File: src/rtl/sfs_pkg.sv
// Package for the sorted table floor search block.
// Holds command codes, register indexes, FSM state and control/status structs.
// No dependencies.
package sfs_pkg;

    // Item kinds carried on s_tuser
    localparam logic CMD_WRITE  = 1'b0;
    localparam logic CMD_LOOKUP = 1'b1;

    // Configuration register indexes
    localparam logic REG_BASE_OFFSET = 1'b0;
    localparam logic REG_ENTRY_COUNT = 1'b1;

    // Field widths fixed by the interface
    localparam int unsigned ADDR_W  = 32;
    localparam int unsigned INDEX_W = 12;
    localparam int unsigned COUNT_W = 13;

    typedef enum logic [1:0] {
        ST_IDLE,
        ST_SEARCH,
        ST_FINISH
    } sfs_state_t;

    // Controller -> datapath
    typedef struct packed {
        logic wr_en;     // store the accepted write beat in the table
        logic start;     // latch query and open search range
        logic step;      // one probe: compare, narrow the range
        logic out_load;  // move result into the output register
    } sfs_cmd_t;

    // Datapath -> controller
    typedef struct packed {
        logic cnt_zero;  // effective entry count is zero
        logic done;      // this probe hit or emptied the range
        logic out_free;  // output register can take a new result
    } sfs_stat_t;

endpackage

File: src/rtl/sfs_ctrl.sv
// Controller FSM for the sorted table floor search block.
// Sequences accept, probe loop and result hand-off. Depends on sfs_pkg.
module sfs_ctrl
    import sfs_pkg::*;
(
    input  logic      clk,
    input  logic      rst_n,
    input  logic      in_valid,
    input  logic      in_kind,
    output logic      in_ready,
    input  sfs_stat_t stat,
    output sfs_cmd_t  cmd
);

    sfs_state_t state_reg;
    sfs_state_t state_next;

    // State register
    always_ff @(posedge clk or negedge rst_n)
    begin
        if (!rst_n)
        begin
            state_reg <= ST_IDLE;
        end
        else
        begin
            state_reg <= state_next;
        end
    end

    // Next state and commands
    always_comb
    begin
        state_next   = state_reg;
        cmd          = '0;
        in_ready     = 1'b0;
        case (state_reg)
            ST_IDLE:
            begin
                in_ready = 1'b1;
                if (in_valid)
                begin
                    if (in_kind == CMD_WRITE)
                    begin
                        cmd.wr_en = 1'b1;
                    end
                    else
                    begin
                        cmd.start  = 1'b1;
                        state_next = stat.cnt_zero ? ST_FINISH : ST_SEARCH;
                    end
                end
            end
            ST_SEARCH:
            begin
                cmd.step = 1'b1;
                if (stat.done)
                begin
                    state_next = ST_FINISH;
                end
            end
            ST_FINISH:
            begin
                if (stat.out_free)
                begin
                    cmd.out_load = 1'b1;
                    state_next   = ST_IDLE;
                end
            end
            default:
            begin
                state_next = ST_IDLE;
            end
        endcase
    end

endmodule

File: config.mk
export PLATFORM = sky130hd
export DESIGN_NAME = sfs_ctrl
export DESIGN_NICKNAME = d
export VERILOG_FILES = /design/src/rtl/sfs_pkg.sv /design/src/rtl/sfs_ctrl.sv
export SDC_FILE = /design/constraint.sdc
export NUM_CORES = 1
export LEC_CHECK = 0
export ABC_CLOCK_PERIOD_IN_PS = 1100
export BUFFER_PORTS_ARGS = -buffer_cell sky130_fd_sc_hd__buf_2
export CORE_AREA = 5 5 42 44
export DETAILED_ROUTE_END_ITERATION = 10
export DIE_AREA = 0 0 47 49
export PLACE_DENSITY = 0.33
export SYNTH_ARGS = -nofsm -noshare
export SYNTH_HDL_FRONTEND = slang
export SYNTH_SLANG_ARGS = --single-unit
File: constraint.sdc
create_clock -name clk -period 1.1 [get_ports clk]
set_input_delay 0.22 -clock clk [delete_from_list [all_inputs] [get_ports clk]]
set_output_delay 0.22 -clock clk [all_outputs]
set_load 0.05 [all_outputs]
==> out/qor.csv <==
stage,metric,value,unit
die,core-area,0.00140,mm²
routing,routed_wl,531,µm
yosys,synth.cell_area,131,µm²
place,place_area,270,µm²
clock_network,numCtsBuffers,3,
die,die_h,49,µm
place,place.gp.congestion,0.770,
clock_network,cts_sinks,2,
timing,finalSetupViolations,7,
place,port_buffers,11,
routing,route.detailed.drc,0,
yosys,syn_avg_cell_area,10.1,µm²
critical_path,crit_family,flip-flops,
place,hpwl,389,µm
yosys,synth_top_area_share,38.1,%
timing,worst_slack,-0.293,ns
clock_network,ctsLongestPathBuffers,2,
yosys,ys_seq_elements,2,
cells_and_area,nNetsFinal,43,
critical_path,crit_type,reg2out,
power,total_power,0.595,mW
clock_network,cts_root_buffer,clkbuf_4,
cells_and_area,fillers,161,
yosys,synth_cell_types,10,
cells_and_area,multiInputGateArea,111,µm²
cells_and_area,seqCellArea,52.6,µm²
timing,fmax,718,MHz
cells_and_area,final_cell_count_no_fill,51,
grt,grt_pass1_vias,229,
routing,dr.pass1.iters,2,
yosys,synth_warnings,0,
timing,slew_headroom,85.5,%
yosys,synth-edff-count,0,
yosys,yosysTopAreaCell,dfrtp_1,
die,start_util,9.38,%
clock_network,cts_tree,done,
outcome,violations,negative setup slack,
yosys,synthFlopType,dfrtp_1,
critical_path,end_kind,output port,
critical_path,rrSetupSlack,-0.19,ns
yosys,synth_common_cells,"dfrtp_1, inv_1, nor2_1",
job,cap_violations,0,
grt,antenna_found_initial,0,
critical_path,arrival,1.17,ns
clock_network,cts_max_level,1,
routing,wl_per_cell,10.4,µm
routing,detail-route-antenna-nets,0,
routing,vias,191,
critical_path,critPathMaxStageDelay,0.45,ns
critical_path,crit_required,0.88,ns
critical_path,critPathBufInv,1,
timing,finClkSkew,0.00701,ns
yosys,synth-async-reset-ratio,100,%
routing,drtIter0Drc,2,
critical_path,critPathMaxFanout,5,
timing,rsz0062_at_grt,yes,
grt,gr-total-overflow,0,
power,p_leak,0.184,nW
clock_network,path_clk_slew,0.04,ns
power,cellPowerDensity,1540,mW/mm²
yosys,ys_seq_area_share,38.1,%
timing,worst_slew_pin_slew,0.216,ns
cells_and_area,layout-drive-gt1-share,80.0,%
grt,grt.total_usage,5.35,%
die,die_w,47,µm
clock_network,clk_latency,0.23,ns
yosys,syn_nets,20,
min_path,hold_class,in2reg,
power,peakVddDrop,0.000488,V
grt,grt_start_max_net_pins,7,
outcome,outcome,"complete, but fails checks",
die,rows,14,
timing,finalCritPeriodShare,127,%
cells_and_area,diodes,0,
grt,grt_pass1_wl,834,µm
cells_and_area,syn_to_final_growth,193,%
yosys,syn_inst,13,
cells_and_area,largest_reg_flops,2,
die,pin_count,12,
timing,fin_crit,1.39,ns
timing,slew_viol_final,0,
place,placed_cells,45,
yosys,synth_area_leaders,"dfrtp_1, and4bb_4, a221o_1",
critical_path,cp-start-kind,flop,
critical_path,slowest_stage,dfrtp_2,
critical_path,crit_chain,and4bb_4 -> buf_8,
cells_and_area,final_core_util,27.5,%
die,design.die.area,0.00230,mm²
routing,vias_per_cell,3.75,
timing,hold_viol_final,0,
cells_and_area,final_area,385,µm²
-- per-stage QoR --
| step | worst slack [ns] | setup TNS (ns) | hold slack (ns) |
|---|---|---|---|
| 2_1_floorplan | -0.204 | -0.365 | -0.0756 |
| 3_3_place_gp | -0.143 | -0.403 | 0.00531 |
| 3_5_place_dp | -0.155 | -0.524 | 0.00696 |
| 4_1_cts | -0.306 | -1.35 | 0.235 |
| 5_1_grt | -0.338 | -1.73 | 0.252 |
| 6_report | -0.293 | -1.42 | 0.243 |
-- area by class of cell --
class / count / area share [%]
multi-input cells: 9 / 28.9
repair buffers: 18 / 43.5
well taps: 16 / 5.19
inverters: 2 / 1.95
clock buffers: 4 / 6.82
flip-flops and latches: 2 / 13.6
-- path summary, 6_finish.rpt --
kind                                end  cells after the start          from
setup / recovery                 cmd[2]                      2  state_reg[0]
max in group asynchronous  state_reg[1]                      2         rst_n
hold reg to reg            state_reg[1]                      2  state_reg[1]
min in group asynchronous  state_reg[0]                      2         rst_n
setup reg to reg           state_reg[1]                      4  state_reg[0]
hold / removal             state_reg[1]                      2       stat[2]
-- cells by family after synthesis --
logic type,share of synthesized area (%)
flip-flops,38.1
buffers and inverters,5.72
AO/OA/AOI/OAI,15.2
AND/OR/NAND/NOR,41.0
-- cell usage in the layout, fill, tap and decap left out, types with 2 or more instances in the layout --
| cell | n |
|---|---|
| nor2_4 | 2 |
| buf_6 | 6 |
| inv_1 | 2 |
| clkbuf_4 | 3 |
| buf_2 | 6 |
| buf_8 | 3 |
| buf_4 | 2 |
| dfrtp_2 | 2 |
-- worst reg2reg max path, stage by stage (launching register included) --
cell	delay (ns)
dfrtp_2	0.45
buf_6	0.13
and2b_4	0.17
buf_6	0.12
a221o_1	0.30
-- power by group --
group / internal (mW) / switching (mW)
logic: 0.157 / 0.148
clock network: 0.135 / 0.0470
registers: 0.0870 / 0.0212
-- repair_timing --
| action | CTS | global route |
|---|---|---|
| endpoints found under the setup margin | 7 | 7 |
| cloned | 0 | 0 |
| resized for setup | 15 | 5 |
| buffers inserted | 0 | 1 |
| endpoints found under the hold margin | 2 | 0 |
| pin swaps | 3 | 2 |
| hold buffers | 1 | 0 |
-- metal layers --
layer  part of all wire, %  GRT usage (%)
met3                    11           2.58
met4                     0           5.53
met2                    46           6.79
met1                    42           5.93
met5                     0              0
Power figures use the tool's default switching activity.
